## src/swtq_pkg.sv

```systemverilog
// shared constants and codes for the sorted wake-up timer queue
`default_nettype none

package swtq_pkg;

    // default sizes of the queue and the tick counter
    localparam int DEF_QUEUE_DEPTH = 16;
    localparam int DEF_TICK_WIDTH  = 48;

    // fixed field widths
    localparam int ID_W       = 8;
    localparam int DUR_W      = 32;
    localparam int TICK_OUT_W = 48;
    localparam int STATUS_W   = 2;
    localparam int EXT_W      = 64;

    // stream word widths
    localparam int IN_TDATA_W  = ID_W + DUR_W;
    localparam int OUT_TDATA_W = ID_W + TICK_OUT_W;

    // at most this many wake-ups per tick
    localparam int MAX_RESULTS = 16;
    localparam int CNT_W       = $clog2(MAX_RESULTS + 1);

    // request kinds
    typedef enum logic {
        OP_SLEEP = 1'b0,
        OP_TICK  = 1'b1
    } t_op;

    // result status codes
    typedef enum logic [STATUS_W-1:0] {
        ST_WOKEN    = 2'd0,
        ST_ACCEPTED = 2'd1,
        ST_FULL     = 2'd2,
        ST_IGNORED  = 2'd3
    } t_status;

endpackage

`default_nettype wire

```

## src/swtq_store.sv

```systemverilog
// circular sleeper store: wake-time and id memory addressed relative to the queue head
`default_nettype none

module swtq_store #(
    parameter int QUEUE_DEPTH = swtq_pkg::DEF_QUEUE_DEPTH,
    parameter int TICK_WIDTH  = swtq_pkg::DEF_TICK_WIDTH
) (
    input  logic                                 i_clk,
    input  logic                                 i_rst_n,
    input  logic                                 i_pop,
    input  logic                                 i_rd_en,
    input  logic [$clog2(QUEUE_DEPTH+1)-1:0]     i_rd_idx,
    output logic [TICK_WIDTH-1:0]                o_rd_wake,
    output logic [swtq_pkg::ID_W-1:0]            o_rd_id,
    input  logic                                 i_wr_en,
    input  logic [$clog2(QUEUE_DEPTH+1)-1:0]     i_wr_idx,
    input  logic [TICK_WIDTH-1:0]                i_wr_wake,
    input  logic [swtq_pkg::ID_W-1:0]            i_wr_id
);
    import swtq_pkg::*;

    localparam int ADDR_W = $clog2(QUEUE_DEPTH);
    localparam int OCC_W  = $clog2(QUEUE_DEPTH + 1);
    localparam int PTR_W  = ADDR_W + 1;

    logic [TICK_WIDTH-1:0] r_wake_mem [QUEUE_DEPTH];
    logic [ID_W-1:0]       r_id_mem   [QUEUE_DEPTH];
    logic [ADDR_W-1:0]     r_head;
    logic [ADDR_W-1:0]     rd_addr;
    logic [ADDR_W-1:0]     wr_addr;
    logic [ADDR_W-1:0]     head_next;

    // queue position to memory address, wrapping once past the end
    function automatic logic [ADDR_W-1:0] phys(input logic [ADDR_W-1:0] head,
                                               input logic [OCC_W-1:0] k);
        logic [PTR_W-1:0] s;
        s = PTR_W'(head) + PTR_W'(k);
        if (s >= PTR_W'(QUEUE_DEPTH)) begin
            s = s - PTR_W'(QUEUE_DEPTH);
        end
        return s[ADDR_W-1:0];
    endfunction

    assign rd_addr   = phys(r_head, i_rd_idx);
    assign wr_addr   = phys(r_head, i_wr_idx);
    assign head_next = phys(r_head, OCC_W'(1));

    // head pointer moves on each pop
    always_ff @(posedge i_clk) begin
        if (!i_rst_n) begin
            r_head <= '0;
        end else if (i_pop) begin
            r_head <= head_next;
        end
    end

    // single write port, single registered read port
    always_ff @(posedge i_clk) begin
        if (i_wr_en) begin
            r_wake_mem[wr_addr] <= i_wr_wake;
            r_id_mem[wr_addr]   <= i_wr_id;
        end
        if (i_rd_en) begin
            o_rd_wake <= r_wake_mem[rd_addr];
            o_rd_id   <= r_id_mem[rd_addr];
        end
    end

endmodule

`default_nettype wire

```

## src/sorted_wakeup_timer_queue.sv

```systemverilog
// top level of the sorted wake-up timer queue: tick counter, sequencer and result register
//
//   port group   dir  contents
//   i_s_*        in   request word: tuser = opcode, tdata = waiter_id, sleep_ticks
//   o_m_*        out  result word: tuser = status, tdata = woken_id, tick_now, tlast = last
//
// a rejected or ignored sleep goes straight to its result; an accepted sleep is placed by an
// insertion walk from the tail, which reads and compares each entry with a later wake time
// and moves it one place toward the tail. a tick walks from the head and wakes due entries
// until it meets an entry not yet due, the queue empties or MAX_RESULTS are woken. synchronous
// active-low reset empties the queue and clears the counter. the request side is ready only
// in idle; a stalled result side holds the sequencer until the result register frees up.
`default_nettype none

module sorted_wakeup_timer_queue #(
    parameter int QUEUE_DEPTH = swtq_pkg::DEF_QUEUE_DEPTH,
    parameter int TICK_WIDTH  = swtq_pkg::DEF_TICK_WIDTH
) (
    input  logic                                i_clk,
    input  logic                                i_rst_n,
    input  logic                                i_s_tvalid,
    output logic                                o_s_tready,
    input  logic [swtq_pkg::IN_TDATA_W-1:0]     i_s_tdata,   // waiter_id[7:0], sleep_ticks[39:8]
    input  logic                                i_s_tuser,   // opcode[0]
    output logic                                o_m_tvalid,
    input  logic                                i_m_tready,
    output logic [swtq_pkg::OUT_TDATA_W-1:0]    o_m_tdata,   // woken_id[7:0], tick_now[55:8]
    output logic [swtq_pkg::STATUS_W-1:0]       o_m_tuser,   // status[1:0]
    output logic                                o_m_tlast
);
    import swtq_pkg::*;

    localparam int OCC_W = $clog2(QUEUE_DEPTH + 1);
    localparam int SUM_W = ((TICK_WIDTH > DUR_W) ? TICK_WIDTH : DUR_W) + 1;
    localparam logic [TICK_WIDTH-1:0] TICK_MAX = '1;

    typedef enum logic [3:0] {
        S_IDLE,
        S_CHECK,
        S_INS_RD,
        S_INS_CMP,
        S_INS_NEW,
        S_EMIT,
        S_TICK_RD,
        S_TICK_CMP,
        S_FLUSH
    } t_state;

    t_state                r_state;
    logic [TICK_WIDTH-1:0] r_tick;
    logic [OCC_W-1:0]      r_occ;
    logic [OCC_W-1:0]      r_pos;
    logic [CNT_W-1:0]      r_cnt;
    logic [ID_W-1:0]       r_id;
    logic [DUR_W-1:0]      r_raw;
    logic [TICK_WIDTH-1:0] r_wake;
    t_status               r_status;
    logic                  r_pend;
    logic [ID_W-1:0]       r_pend_id;

    logic                  r_out_valid;
    t_status               r_out_status;
    logic [ID_W-1:0]       r_out_id;
    logic [TICK_OUT_W-1:0] r_out_tick;
    logic                  r_out_last;

    logic                  out_free;
    logic                  out_load;
    logic [SUM_W-1:0]      wake_sum;
    logic [TICK_WIDTH-1:0] wake_sat;
    logic [EXT_W-1:0]      tick_ext;
    logic [TICK_WIDTH-1:0] cmp_ref;
    logic                  cmp_le;
    logic                  pop;
    logic                  rd_en;
    logic [OCC_W-1:0]      rd_idx;
    logic                  wr_en;
    logic [TICK_WIDTH-1:0] wr_wake;
    logic [ID_W-1:0]       wr_id;
    logic [TICK_WIDTH-1:0] rd_wake;
    logic [ID_W-1:0]       rd_id;

    assign out_free = !r_out_valid || i_m_tready;

    // wake time = now + duration, saturating at the counter maximum
    assign wake_sum = SUM_W'(r_tick) + SUM_W'(r_raw[DUR_W-2:0]);
    assign wake_sat = (wake_sum > SUM_W'(TICK_MAX)) ? TICK_MAX : wake_sum[TICK_WIDTH-1:0];

    assign tick_ext = EXT_W'(r_tick);

    // shared comparator: queued wake time against the counter or the new wake time
    assign cmp_ref = (r_state == S_TICK_CMP) ? r_tick : r_wake;
    assign cmp_le  = (rd_wake <= cmp_ref);

    assign pop = (r_state == S_TICK_CMP) && cmp_le && (!r_pend || out_free);

    // result register takes a new word this cycle
    assign out_load = out_free && ((r_state == S_EMIT) || (r_state == S_FLUSH) ||
                                   (pop && r_pend));

    // store access control
    always_comb begin
        rd_en   = 1'b0;
        rd_idx  = '0;
        wr_en   = 1'b0;
        wr_wake = r_wake;
        wr_id   = r_id;
        if (r_state == S_INS_RD && r_pos != '0) begin
            rd_en  = 1'b1;
            rd_idx = OCC_W'(r_pos - 1'b1);
        end
        if (r_state == S_TICK_RD) begin
            rd_en = 1'b1;
        end
        if (r_state == S_INS_CMP && !cmp_le) begin
            wr_en   = 1'b1;
            wr_wake = rd_wake;
            wr_id   = rd_id;
        end
        if (r_state == S_INS_NEW) begin
            wr_en = 1'b1;
        end
    end

    swtq_store #(
        .QUEUE_DEPTH (QUEUE_DEPTH),
        .TICK_WIDTH  (TICK_WIDTH)
    ) u_store (
        .i_clk     (i_clk),
        .i_rst_n   (i_rst_n),
        .i_pop     (pop),
        .i_rd_en   (rd_en),
        .i_rd_idx  (rd_idx),
        .o_rd_wake (rd_wake),
        .o_rd_id   (rd_id),
        .i_wr_en   (wr_en),
        .i_wr_idx  (r_pos),
        .i_wr_wake (wr_wake),
        .i_wr_id   (wr_id)
    );

    // sequencer and result register
    always_ff @(posedge i_clk) begin
        if (!i_rst_n) begin
            r_state     <= S_IDLE;
            r_tick      <= '0;
            r_occ       <= '0;
            r_cnt       <= '0;
            r_pend      <= 1'b0;
            r_out_valid <= 1'b0;
        end else begin
            if (r_out_valid && i_m_tready && !out_load) begin
                r_out_valid <= 1'b0;
            end
            unique case (r_state)
                S_IDLE: begin
                    if (i_s_tvalid) begin
                        r_id  <= i_s_tdata[ID_W-1:0];
                        r_raw <= i_s_tdata[ID_W +: DUR_W];
                        if (t_op'(i_s_tuser) == OP_TICK) begin
                            if (r_tick != TICK_MAX) begin
                                r_tick <= r_tick + 1'b1;
                            end
                            r_cnt   <= '0;
                            r_pend  <= 1'b0;
                            r_state <= S_TICK_RD;
                        end else begin
                            r_state <= S_CHECK;
                        end
                    end
                end
                S_CHECK: begin
                    if (r_raw == '0 || r_raw[DUR_W-1]) begin
                        r_status <= ST_IGNORED;
                        r_state  <= S_EMIT;
                    end else if (r_occ == OCC_W'(QUEUE_DEPTH)) begin
                        r_status <= ST_FULL;
                        r_state  <= S_EMIT;
                    end else begin
                        r_wake  <= wake_sat;
                        r_pos   <= r_occ;
                        r_state <= S_INS_RD;
                    end
                end
                S_INS_RD: begin
                    r_state <= (r_pos == '0) ? S_INS_NEW : S_INS_CMP;
                end
                S_INS_CMP: begin
                    // later entries move one place toward the tail
                    if (cmp_le) begin
                        r_state <= S_INS_NEW;
                    end else begin
                        r_pos   <= OCC_W'(r_pos - 1'b1);
                        r_state <= S_INS_RD;
                    end
                end
                S_INS_NEW: begin
                    r_occ    <= OCC_W'(r_occ + 1'b1);
                    r_status <= ST_ACCEPTED;
                    r_state  <= S_EMIT;
                end
                S_EMIT: begin
                    if (out_free) begin
                        r_out_valid  <= 1'b1;
                        r_out_status <= r_status;
                        r_out_id     <= r_id;
                        r_out_tick   <= tick_ext[TICK_OUT_W-1:0];
                        r_out_last   <= 1'b1;
                        r_state      <= S_IDLE;
                    end
                end
                S_TICK_RD: begin
                    if (r_occ == '0 || r_cnt == CNT_W'(MAX_RESULTS)) begin
                        r_state <= r_pend ? S_FLUSH : S_IDLE;
                    end else begin
                        r_state <= S_TICK_CMP;
                    end
                end
                S_TICK_CMP: begin
                    // a due head entry is held back until the next one is known
                    if (!cmp_le) begin
                        r_state <= r_pend ? S_FLUSH : S_IDLE;
                    end else if (!r_pend || out_free) begin
                        if (r_pend) begin
                            r_out_valid  <= 1'b1;
                            r_out_status <= ST_WOKEN;
                            r_out_id     <= r_pend_id;
                            r_out_tick   <= tick_ext[TICK_OUT_W-1:0];
                            r_out_last   <= 1'b0;
                        end
                        r_pend    <= 1'b1;
                        r_pend_id <= rd_id;
                        r_occ     <= OCC_W'(r_occ - 1'b1);
                        r_cnt     <= CNT_W'(r_cnt + 1'b1);
                        r_state   <= S_TICK_RD;
                    end
                end
                S_FLUSH: begin
                    if (out_free) begin
                        r_out_valid  <= 1'b1;
                        r_out_status <= ST_WOKEN;
                        r_out_id     <= r_pend_id;
                        r_out_tick   <= tick_ext[TICK_OUT_W-1:0];
                        r_out_last   <= 1'b1;
                        r_pend       <= 1'b0;
                        r_state      <= S_IDLE;
                    end
                end
                default: begin
                    r_state <= S_IDLE;
                end
            endcase
        end
    end

    assign o_s_tready = (r_state == S_IDLE);
    assign o_m_tvalid = r_out_valid;
    assign o_m_tdata  = {r_out_tick, r_out_id};
    assign o_m_tuser  = r_out_status;
    assign o_m_tlast  = r_out_last;

endmodule

`default_nettype wire
```

## config.mk

```make
export PLATFORM = sky130hd
export DESIGN_NAME = sorted_wakeup_timer_queue
export DESIGN_NICKNAME = d
export VERILOG_FILES = /design/src/swtq_pkg.sv /design/src/swtq_store.sv /design/src/sorted_wakeup_timer_queue.sv
export SDC_FILE = /design/constraint.sdc
export NUM_CORES = 1
export LEC_CHECK = 0
export ABC_CLOCK_PERIOD_IN_PS = 9200
export BUFFER_PORTS_ARGS = -buffer_cell sky130_fd_sc_hd__buf_4
export CORE_ASPECT_RATIO = 1.5
export CORE_UTILIZATION = 25
export CTS_BUF_LIST = sky130_fd_sc_hd__clkbuf_16
export DETAILED_ROUTE_END_ITERATION = 16
export PLACE_DENSITY = 0.48
export SYNTH_ARGS = -nofsm -noshare
export SYNTH_HDL_FRONTEND = slang
export SYNTH_SLANG_ARGS = --single-unit
```

## constraint.sdc

```tcl
create_clock -name i_clk -period 9.2 [get_ports i_clk]
set_clock_uncertainty 0.1 [all_clocks]
set_input_delay 0.46 -clock i_clk [delete_from_list [all_inputs] [get_ports i_clk]]
set_output_delay 0.46 -clock i_clk [all_outputs]
set_load 0.02 [all_outputs]
```

# Word-level counts from Yosys, hierarchy flattened
# Memory sizes are Yosys's and may differ from the RTL's. A register that Yosys moved wholly into a read port is not among the register bits.
# Cells that the tools add are included.
[word_totals]
regBits = 230
mem_bits_rw = 896
word_cells = 179
n_memories = 2
[memory_table]
columns = ["memory", "words", "word_bits", "read_ports", "rd_clocked_by_memory_dff", "wr", "line_no", "text"]
rows = [
  ["u_store.r_wake_mem", 16, 48, 1, 1, 1, "swtq_store.sv:26", "logic [TICK_WIDTH-1:0] r_wake_mem [QUEUE_DEPTH];"],
  ["u_store.r_id_mem", 16, 8, 1, 1, 1, "swtq_store.sv:27", "logic [ID_W-1:0] r_id_mem [QUEUE_DEPTH];"],
]
[classes]
addsub = 12
order_cmp = 5
n_eq_ne = 24
n_mux = 74
bitwise_logic = 2
reduce_logical = 43
[op_table]
columns = ["op", "n"]
rows = [
  ["2-to-1 mux 48 bit", 6],
  ["case mux 48 bit (2 select lines)", 1],
  ["2-to-1 mux 5 bit", 10],
  ["adder 48 x 31 -> 49 bit", 1],
  ["> comparator 49 x 48 -> 1 bit (second input constant)", 1],
  ["adder 48 x 1 -> 48 bit (second input constant)", 1],
  ["less-or-equal comparator 48 bit", 1],
  ["2-to-1 mux 8 bit", 6],
  ["inequality test 48 bit (second input constant)", 1],
  ["2-to-1 mux 4 bit", 9],
  ["logical NOT 32 bit", 1],
  ["case mux 4 bit (8 select lines)", 1],
  ["case mux 5 bit (2 select lines)", 3],
  ["case mux 8 bit (3 select lines)", 1],
  ["2-to-1 mux 1 bit", 20],
  ["== test 4 x 3 -> 1 bit (second input constant)", 4],
  ["inequality test 2 bit (second input constant)", 8],
  [">= comparator 5 bit (second input constant)", 3],
  ["2-to-1 mux 3 bit", 5],
  ["2-to-1 mux 2 bit", 7],
  ["AND reduction 3 bit", 4],
  ["AND reduction 4 bit", 3],
  ["AND reduction 6 bit", 2],
  ["subtractor 4 x 1 -> 4 bit (second input constant)", 3],
  ["other kinds (27)", 58],
]

# Longest topological paths before layout
# Gate-level depths: netlist of the first run.
[logic_depth]
word_depth = 15
mapped_depth = 18
mapped_depth_nobuf = 15

# Hierarchy
# Synthesis of the first run repeated with hierarchy kept, for this count alone.
[unflattened]
hier_cells = 2916
hier_area_um2 = 50106.8
[by_module_without_submodules]
columns = ["mod", "n_inst", "cells_per_inst", "area_each_um2", "seq_area_each_um2"]
rows = [
  ["swtq_store", 1, 1680, 37001.7, 28667.5],
  ["sorted_wakeup_timer_queue", 1, 1236, 13105.1, 6145.9],
]

# Worst setup path after synthesis of the first run
# Ideal clock, no wire load.
[synth_path]
path_kind = "reg2reg"
startpoint = "register r_state[2]"
endpoint = "memory u_store.r_id_mem[2][0] (enable)"
setup_ns = 0.470
arrival_time_ns = 6.160
slack_ns = 2.470
stages_incl_launch_ff = 16
path_cell_list = "dfxtp_1 -> clkbuf_1 -> nor2b_1 -> nand3_1 -> clkbuf_1 -> clkbuf_1 -> mux2i_1 -> ha_1 -> nand4_1 -> or4_1 -> a21oi_1 -> a2111oi_4 -> nor3b_1 -> buf_2 -> o211ai_2 -> nor2_1"
[synth_via]
elab_chain_cells = 9
word_cells_on_any_way = 11
[synth_rtl]
columns = ["item", "line_no", "text"]
rows = [
  ["from (decl)", "sorted_wakeup_timer_queue.sv:49", "t_state r_state;"],
  ["from (signal assigned)", "sorted_wakeup_timer_queue.sv:186", "r_state <= (r_pos == '0) ? S_INS_NEW : S_INS_CMP;"],
  ["from (signal assigned)", "sorted_wakeup_timer_queue.sv:214", "r_state <= r_pend ? S_FLUSH : S_IDLE;"],
  ["from (signal assigned)", "sorted_wakeup_timer_queue.sv:222", "r_state <= r_pend ? S_FLUSH : S_IDLE;"],
  ["== test 4 x 3 -> 1 bit", "sorted_wakeup_timer_queue.sv:92", "assign cmp_ref = (r_state == S_TICK_CMP) ? r_tick : r_wake;"],
  ["2-to-1 mux 48 bit", "sorted_wakeup_timer_queue.sv:92", ""],
  ["less-or-equal comparator 48 bit", "sorted_wakeup_timer_queue.sv:93", "assign cmp_le = (rd_wake <= cmp_ref);"],
  ["logical NOT 1 bit", "n/a", ""],
  ["logical AND 1 bit", "sorted_wakeup_timer_queue.sv:115", "if (r_state == S_INS_CMP && !cmp_le) begin"],
  ["2-to-1 mux 1 bit", "sorted_wakeup_timer_queue.sv:115", ""],
  ["2-to-1 mux 1 bit (*)", "sorted_wakeup_timer_queue.sv:120", "if (r_state == S_INS_NEW) begin"],
  ["2-to-1 mux 1 bit (*)", "swtq_store.sv:59", "if (i_wr_en) begin"],
  ["2-to-1 mux 1 bit (not written as such) (*)", "swtq_store.sv:61", "r_id_mem[wr_addr] <= i_wr_id;"],
  ["to (decl)", "swtq_store.sv:27", ""],
]
# Mark *: on every way between the ends. The rest lies on a longest branch, timed or not.

# Worst setup path in the final report of the first run
[layout_path]
startpoint = "register r_state[2]"
endpoint = "memory u_store.r_wake_mem[7][27] in the netlist's numbering (enable)"
[layout_via]
elab_chain_cells = 9
word_cells_on_any_way = 11
[layout_rtl]
columns = ["item", "line_no", "text"]
rows = [
  ["== test 4 x 3 -> 1 bit", "sorted_wakeup_timer_queue.sv:92", ""],
  ["2-to-1 mux 48 bit", "sorted_wakeup_timer_queue.sv:92", ""],
  ["less-or-equal comparator 48 bit", "sorted_wakeup_timer_queue.sv:93", ""],
  ["logical NOT 1 bit", "n/a", ""],
  ["logical AND 1 bit", "sorted_wakeup_timer_queue.sv:115", ""],
  ["2-to-1 mux 1 bit", "sorted_wakeup_timer_queue.sv:115", ""],
  ["2-to-1 mux 1 bit (*)", "sorted_wakeup_timer_queue.sv:120", ""],
  ["2-to-1 mux 1 bit (*)", "swtq_store.sv:59", ""],
  ["2-to-1 mux 1 bit (not written as such) (*)", "swtq_store.sv:60", "r_wake_mem[wr_addr] <= i_wr_wake;"],
  ["to (decl)", "swtq_store.sv:26", ""],
]
# Marks and branches as above.

==> results of run 1 <==
==> cells in the mapped netlist (all sizes together) (6+ instances only) <==
library cell	number
a211oi	9
a21boi	8
a21o	29
a21oi	71
a31oi	9
and2	48
and3	14
and4	9
buf	25
clkbuf	86
dfxtp	68
edfxtp	1114
ha	93
inv	29
mux2	67
mux2i	58
mux4	280
nand2	113
nand2b	16
nand3	46
nand4	39
nor2	65
nor2b	20
nor3	21
nor4	12
o211ai	6
o21a	7
o21ai	40
o21bai	7
or3	7
xnor2	55
xor2	29
==> worst min-delay path by stage <==
| stage | startpoint | slack, ns | depth (start not counted) | endpoint |
|---|---|---|---|---|
| after floorplan | r_tick[32]$_SDFFE_PN0P_ | 0.30 | 0 | r_out_tick[32]$_DFFE_PP_ |
| after global placement | u_store.o_rd_id[2]$_DFFE_PP_ | 0.36 | 0 | r_pend_id[2]$_DFFE_PP_ |
| after detailed placement | u_store.o_rd_id[6]$_DFFE_PP_ | 0.36 | 0 | r_pend_id[6]$_DFFE_PP_ |
| after CTS | i_s_tvalid | 0.009 | 5 | r_state[1]$_SDFFE_PN0P_ |
| after global routing | i_s_tvalid | 0.09 | 5 | r_state[1]$_SDFFE_PN0P_ |
| final | i_s_tvalid | 0.1 | 5 | r_state[1]$_SDFFE_PN0P_ |
==> power groups by stage <==
stage / registers (W) / logic (W) / clock network (W)
floorplan: 0.00647 / 0.00123 / 0
global placement: 0.00658 / 0.00186 / 0
detailed placement: 0.00658 / 0.00186 / 0
CTS: 0.00647 / 0.00188 / 0.00508
global route: 0.00648 / 0.00199 / 0.00526
finish: 0.00646 / 0.00183 / 0.00496
==> layer usage <==
layer,up-vias,GRT usage (%),part of all wire [%]
li1,10755,-,-
met1,13078,16.8,43
met2,535,23.2,51
met3,136,2.06,4.3
met4,0,3.46,1.8
met5,-,0,0
==> what timing repair did <==
| action | 4_1_cts | 5_1_grt |
|---|---|---|
| gates resized for setup | 0 | 0 |
| hold endpoints to repair | 43 | 0 |
| hold buffers | 42 | 0 |
==> logic make-up after synthesis <==
group	after synthesis
adders and majority gates	97
DFF	1182
muxes	405
buffers and inverters	141
and+or+nand+nor	427
AOI/OAI and AO/OA	212
xor gates and xnor gates	84
==> flip-flops by register name, summed over array words and instances (netlist names), 5 cells and up <==
| name | flops |
|---|---|
| u_store.o_rd_id | 8 |
| r_out_id | 8 |
| r_tick | 48 |
| r_wake | 48 |
| r_pend_id | 8 |
| r_raw | 32 |
| r_id | 8 |
| u_store.r_id_mem | 128 |
| r_out_tick | 48 |
| r_pos | 5 |
| u_store.o_rd_wake | 48 |
| u_store.r_wake_mem | 768 |
| r_occ | 5 |
| r_cnt | 5 |
==> stage by stage <==
step,setup WS [ns],utilization (%),hold slack [ns],cells
6_report,2.33,29.7,0.0970,5425
5_1_grt,1.94,29.7,0.0879,5422
4_1_cts,2.14,29.6,0.00890,5421
3_5_place_dp,2.19,27.4,0.355,5169
3_3_place_gp,2.28,27.4,0.357,5169
2_1_floorplan,2.47,-,0.303,2548
==> cell type report <==
| type | instances | area (sq um) |
|---|---|---|
| Clock buffer | 113 | 2830 |
| Antenna cell | 4 | 10.0 |
| Fill cell | 18815 | 135000 |
| Tap cell | 2587 | 3240 |
| Inverter | 30 | 113 |
| Multi-Input combinational cell | 1225 | 13400 |
| Timing Repair Buffer | 187 | 1560 |
| Sequential cell | 1182 | 34800 |
| Clock inverter | 97 | 1130 |
==> worst min-delay path, delay by kind of cell <==
family          cells  cell delay [ns]
compound gates      2             0.12
buf+inv             1             0.12
simple gates        2             0.20
==> metrics.txt, run 1 <==
status=finished, final reports clean; Num CTS Buffers=113; Wirelength per Cell=24.0 microns; MaxCap Viol Count=0; post-CTS setup buffers=0; cell-internal power=0.00989 W; GRT overflow=0; RSZ-0062 raised after global routing=no; First-pass DRT Iterations=5; Setup Viol. Count Final=0; Max clock buf depth=3; worst path bufs/invs=3; Clk Tree Root Cell=clkbuf_16; worst-path maximum fanout=40; Initial Util=25.2%; Hold Path Class=in -> reg; total chip power=0.0132 W; H-Tree Depth=3; end of the critical path=u_store.r_wake_mem[7][27]$_DFFE_PP_; Primary FF master, synth=edfxtp_1; top cells by area, synth=edfxtp_1 69%, mux4_2 13%, dfxtp_1 2.8%; Synth Area in Compound Gates=2.84%; most frequent cells in the layout=1114 x edfxtp_1, 280 x mux4_2, 141 x buf_4; simple-gate area share of the yosys netlist=4.54%; flops & latches, synth=1182; Mapped Cells=2548; CTS tree=built; final hold viol count=0; critical path startpoint=r_state[2]$_SDFFE_PN0P_; Critical-path top delay cell=buf_4; gr usage total=13.2%; crit path kind=reg -> reg; Initial DRC Count=1899; most used cell, CP=buf_4; Crit Reg-Reg Endpoint=u_store.r_wake_mem[7][27]$_DFFE_PP_; CP Launch Type=flop; fin nets=2881; Worst EP required=9.42 ns; Slew Limit Fails=0; Final min period=6.87 ns; reg2reg path depth=14; routed vias=24504; # DRC=0; Clk pwr share=37.4%; Post-DP HPWL=78.0 mm; Logic pwr share=13.8%; # rows=197; largest net degree at the start of global routing=91; Seq/Total Area, Yosys=71.7%; Syn Nets=2690; Clock Sinks=1182; worst-skew pair later-pin latency=0.75 ns; Cell variety after synth=70; Clk pin slew, worst setup/hold paths=0.06 ns; first-pass GRT wire length=188 mm; Avg Vias per Cell=4.52; Power Density=232 nW/um^2; Synth Area in XOR/XNOR=1.51%; post-synth top area share=68.9%; die area=196000 sq um; Layout area overhead=17.5%; Max-slew headroom=15.9%; Routed Wire Length=130 mm; CP cell instances=nor2b_1, nand3_4, buf_4, mux2i_1, ha_1, nand4_1, or4_1, a21oi_1, a2111oi_4, nor3b_2, buf_4, o211ai_2, nor2_4, buf_4; mux contribution to synthesized area=15.7%; Synth Area in Adders=2.56%; Sw Ratio=25.3%; P_sw=0.00336 W; R2R setup slack=2.33 ns; Core Region=193000 sq um; Setup crit end kind=flop; mean post-synth cell area=19.1 sq um; post-synth top area cell=edfxtp_1; synth warn=0; Final Cell Area=57100 sq um; Fmax achieved=0.145 GHz; mapped cell area=48600 sq um; worst slew pin tran=1.26 ns; crit path DAT=7.10 ns; vias in the first global route=25928; Reg-to-Reg Start=r_state[2]$_SDFFE_PN0P_; Flop pwr share=48.8%; main combinational cell family by area after synthesis=multiplexers; IO Pins=106; share of layout cells above drive strength 1=22.8%; maximum vdd drop=0.128 mV; I/O Buffers=105; critical path's top delay family=simple AND/OR/NAND/NOR gates; Die X=362 microns; number of flops mapped to enable cells by yosys=1114; Post-synth ARST share=0%; initial antenna violation count=6; ANT nets after route=0; Die Ht=542 microns; placed cell area=52700 sq um; Crit path depth=14; CP max stage delay=0.88 ns; fin crit share=74.7%; leading cell type in the layout, fill and taps excluded=edfxtp_1; RD Place Congestion=0.757; setup tns final=0 ns; leakage power=18.6 nW
Power figures use the tool's default switching activity.
==> inputs of run 2 (changes only) <==
--- a/config.mk
+++ b/config.mk
@@ -5,13 +5,13 @@
 export SDC_FILE = /design/constraint.sdc
 export NUM_CORES = 1
 export LEC_CHECK = 0
-export ABC_CLOCK_PERIOD_IN_PS = 9200
+export ABC_CLOCK_PERIOD_IN_PS = 6200
 export BUFFER_PORTS_ARGS = -buffer_cell sky130_fd_sc_hd__buf_4
 export CORE_ASPECT_RATIO = 1.5
 export CORE_UTILIZATION = 25
 export CTS_BUF_LIST = sky130_fd_sc_hd__clkbuf_16
 export DETAILED_ROUTE_END_ITERATION = 16
-export PLACE_DENSITY = 0.48
+export PLACE_DENSITY = 0.49
 export SYNTH_ARGS = -nofsm -noshare
 export SYNTH_HDL_FRONTEND = slang
 export SYNTH_SLANG_ARGS = --single-unit
==> constraint.sdc (replaced) <==
create_clock -name i_clk -period 6.2 [get_ports i_clk]
set_clock_uncertainty 0.1 [all_clocks]
set_input_delay 0.31 -clock i_clk [delete_from_list [all_inputs] [get_ports i_clk]]
set_output_delay 0.31 -clock i_clk [all_outputs]
set_load 0.02 [all_outputs]
==> metrics.txt, run 2 (synthesis results as in run 1) <==
die area=196000 sq um (unchanged); hold buffer count at CTS=44 (was 42); Setup Viol. Count Final=0 (unchanged); CP Launch Type=flop (unchanged); Fmax achieved=0.174 GHz (was 0.145 GHz); Max-slew headroom=16.4% (was 15.9%); Setup crit end kind=flop (unchanged); post-cts resize count=0 (unchanged); Initial DRC Count=2205 (was 1899); Hold Path Class=in -> reg (unchanged); Max clock buf depth=3 (unchanged); status=finished, final reports clean (unchanged); fin nets=2911 (was 2881); total chip power=0.0193 W (was 0.0132 W); H-Tree Depth=3 (unchanged); Initial Util=25.2% (unchanged); fin crit share=92.9% (was 74.7%); MaxCap Viol Count=0 (unchanged); Clk Tree Root Cell=clkbuf_16 (unchanged); Die X=362 microns (unchanged); post-CTS setup buffers=0 (unchanged); crit path DAT=6.01 ns (was 7.10 ns); Worst EP required=6.45 ns (was 9.42 ns); # DRC=0 (unchanged); Final min period=5.76 ns (was 6.87 ns); largest net degree at the start of global routing=88 (was 91); worst-path maximum fanout=56 (was 40); Slew Limit Fails=0 (unchanged); Clock Sinks=1182 (unchanged); Num CTS Buffers=113 (unchanged); leading cell type in the layout, fill and taps excluded=edfxtp_1 (unchanged); leakage power=18.7 nW (was 18.6 nW); max reg flops=768 (unchanged); # rows=197 (unchanged); GRT overflow=0 (unchanged); first-pass GRT wire length=186 mm (was 188 mm); CTS tree=built (unchanged); maximum vdd drop=0.242 mV (was 0.128 mV); Final Util=29.8% (was 29.7%); ANT nets after route=0 (unchanged); I/O Buffers=105 (unchanged); Layout area overhead=18.3% (was 17.5%); Avg Vias per Cell=4.52 (about the same); IO Pins=106 (unchanged); most flop-heavy register=u_store.r_wake_mem (unchanged); Die Ht=542 microns (unchanged); Post-DP HPWL=73.7 mm (was 78.0 mm); Wirelength per Cell=23.5 microns (was 24.0 microns); worst-skew pair later-pin latency=0.77 ns (was 0.75 ns); First-pass DRT Iterations=5 (unchanged); share of layout cells above drive strength 1=23.4% (was 22.8%); worst slew pin tran=1.25 ns (was 1.26 ns); crit path kind=reg -> reg (unchanged); fill cell count=18871 (was 18815); gr usage total=13.0% (was 13.2%); Clk pin slew, worst setup/hold paths=0.06 ns (about the same); most frequent cells in the layout=1114 x edfxtp_1, 280 x mux4_2, 141 x buf_4 (unchanged); final hold viol count=0 (unchanged); top flop regs=u_store.r_wake_mem (768), u_store.r_id_mem (128) (unchanged); RD Place Congestion=0.755 (was 0.757); Routed Wire Length=128 mm (was 130 mm); initial antenna violation count=2 (was 6); routed vias=24645 (was 24504); setup tns final=0 ns (unchanged); RSZ-0062 raised after global routing=no (unchanged); vias in the first global route=25897 (was 25928); Core Region=193000 sq um (unchanged); Power Density=335 nW/um^2 (was 232 nW/um^2)
run 2: changes by cell type in the layout (fill, tap and decap cells not counted), moves of 3 or more:
cell / delta
buf_12: +28
bufinv_16: -10
inv_1: +8
clkinv_1: -7
clkinvlp_4: +5
diode_2: -3
run 2: worst paths after layout:
| check | startpoint | to | slack, ns | depth (start not counted) |
|---|---|---|---|---|
| worst max register to register | r_state[2]$_SDFFE_PN0P_ | u_store.r_wake_mem[10][6]$_DFFE_PP_ | 0.44 | 13 |
| worst max-delay path | r_state[2]$_SDFFE_PN0P_ | u_store.r_wake_mem[10][6]$_DFFE_PP_ | 0.44 | 13 |
| worst min-delay path | i_rst_n | r_occ[3]$_SDFFE_PN0P_ | 0.08 | 3 |
| worst min register to register | u_store.o_rd_id[0]$_DFFE_PP_ | r_pend_id[0]$_DFFE_PP_ | 0.37 | 0 |
run 2: cell type report:
type                    instances  area [sq um]  area share [%]
flip-flops and latches       1182         34800            60.6
multi-input cells            1225         13400            23.3
well taps                    2587          3240            5.64
clock buffers                 113          2830            4.92
repair buffers                217          2140            3.73
clock inverters                96           902            1.57
inverters                      30           113           0.196
diodes                          1          2.50         0.00436
run 2: per-stage QoR:
stage | cell area [sq um] | hold slack [ns] | std cells | setup slack, ns
final | 57400 | 0.0764 | 5451 | 0.438
after floorplan | 48600 | 0.303 | 2548 | -0.528
after detailed placement | 53300 | 0.332 | 5197 | 0.503
after global routing | 57400 | 0.0933 | 5451 | 0.234
after CTS | 57400 | 0.0445 | 5450 | 0.424
after global placement | 53300 | 0.345 | 5197 | 0.629
run 2: metal layers:
| layer | routed length (microns) | share of wire, % | up-vias | track usage [%] |
|---|---|---|---|---|
| li1 | - | - | 10834 | - |
| met3 | 5610 | 4.4 | 151 | 1.96 |
| met2 | 62700 | 49 | 575 | 21.8 |
| met4 | 2920 | 2.3 | 0 | 3.89 |
| met5 | 0 | 0 | - | 0 |
| met1 | 57000 | 44 | 13085 | 17.3 |
run 2: power by group:
part	internal (W)	switching (W)	total [W]
clock	0.00384	0.00313	0.00697
sequential	0.00931	0.000263	0.00957
combinational	0.00116	0.00156	0.00272
total	0.0143	0.00495	0.0193
run 2: worst max-delay path, stage by stage, from the launching register on:
cell	delay, ns
dfxtp_1	0.50
nor2b_1	0.39
nand3_4	0.11
buf_12	0.24
mux2i_1	0.19
ha_1	0.33
nand4_1	0.15
or4_1	0.77
a21oi_1	0.30
a2111oi_4	0.13
nor3b_2	0.73
o211ai_1	0.53
nor2_4	0.25
buf_12	0.43
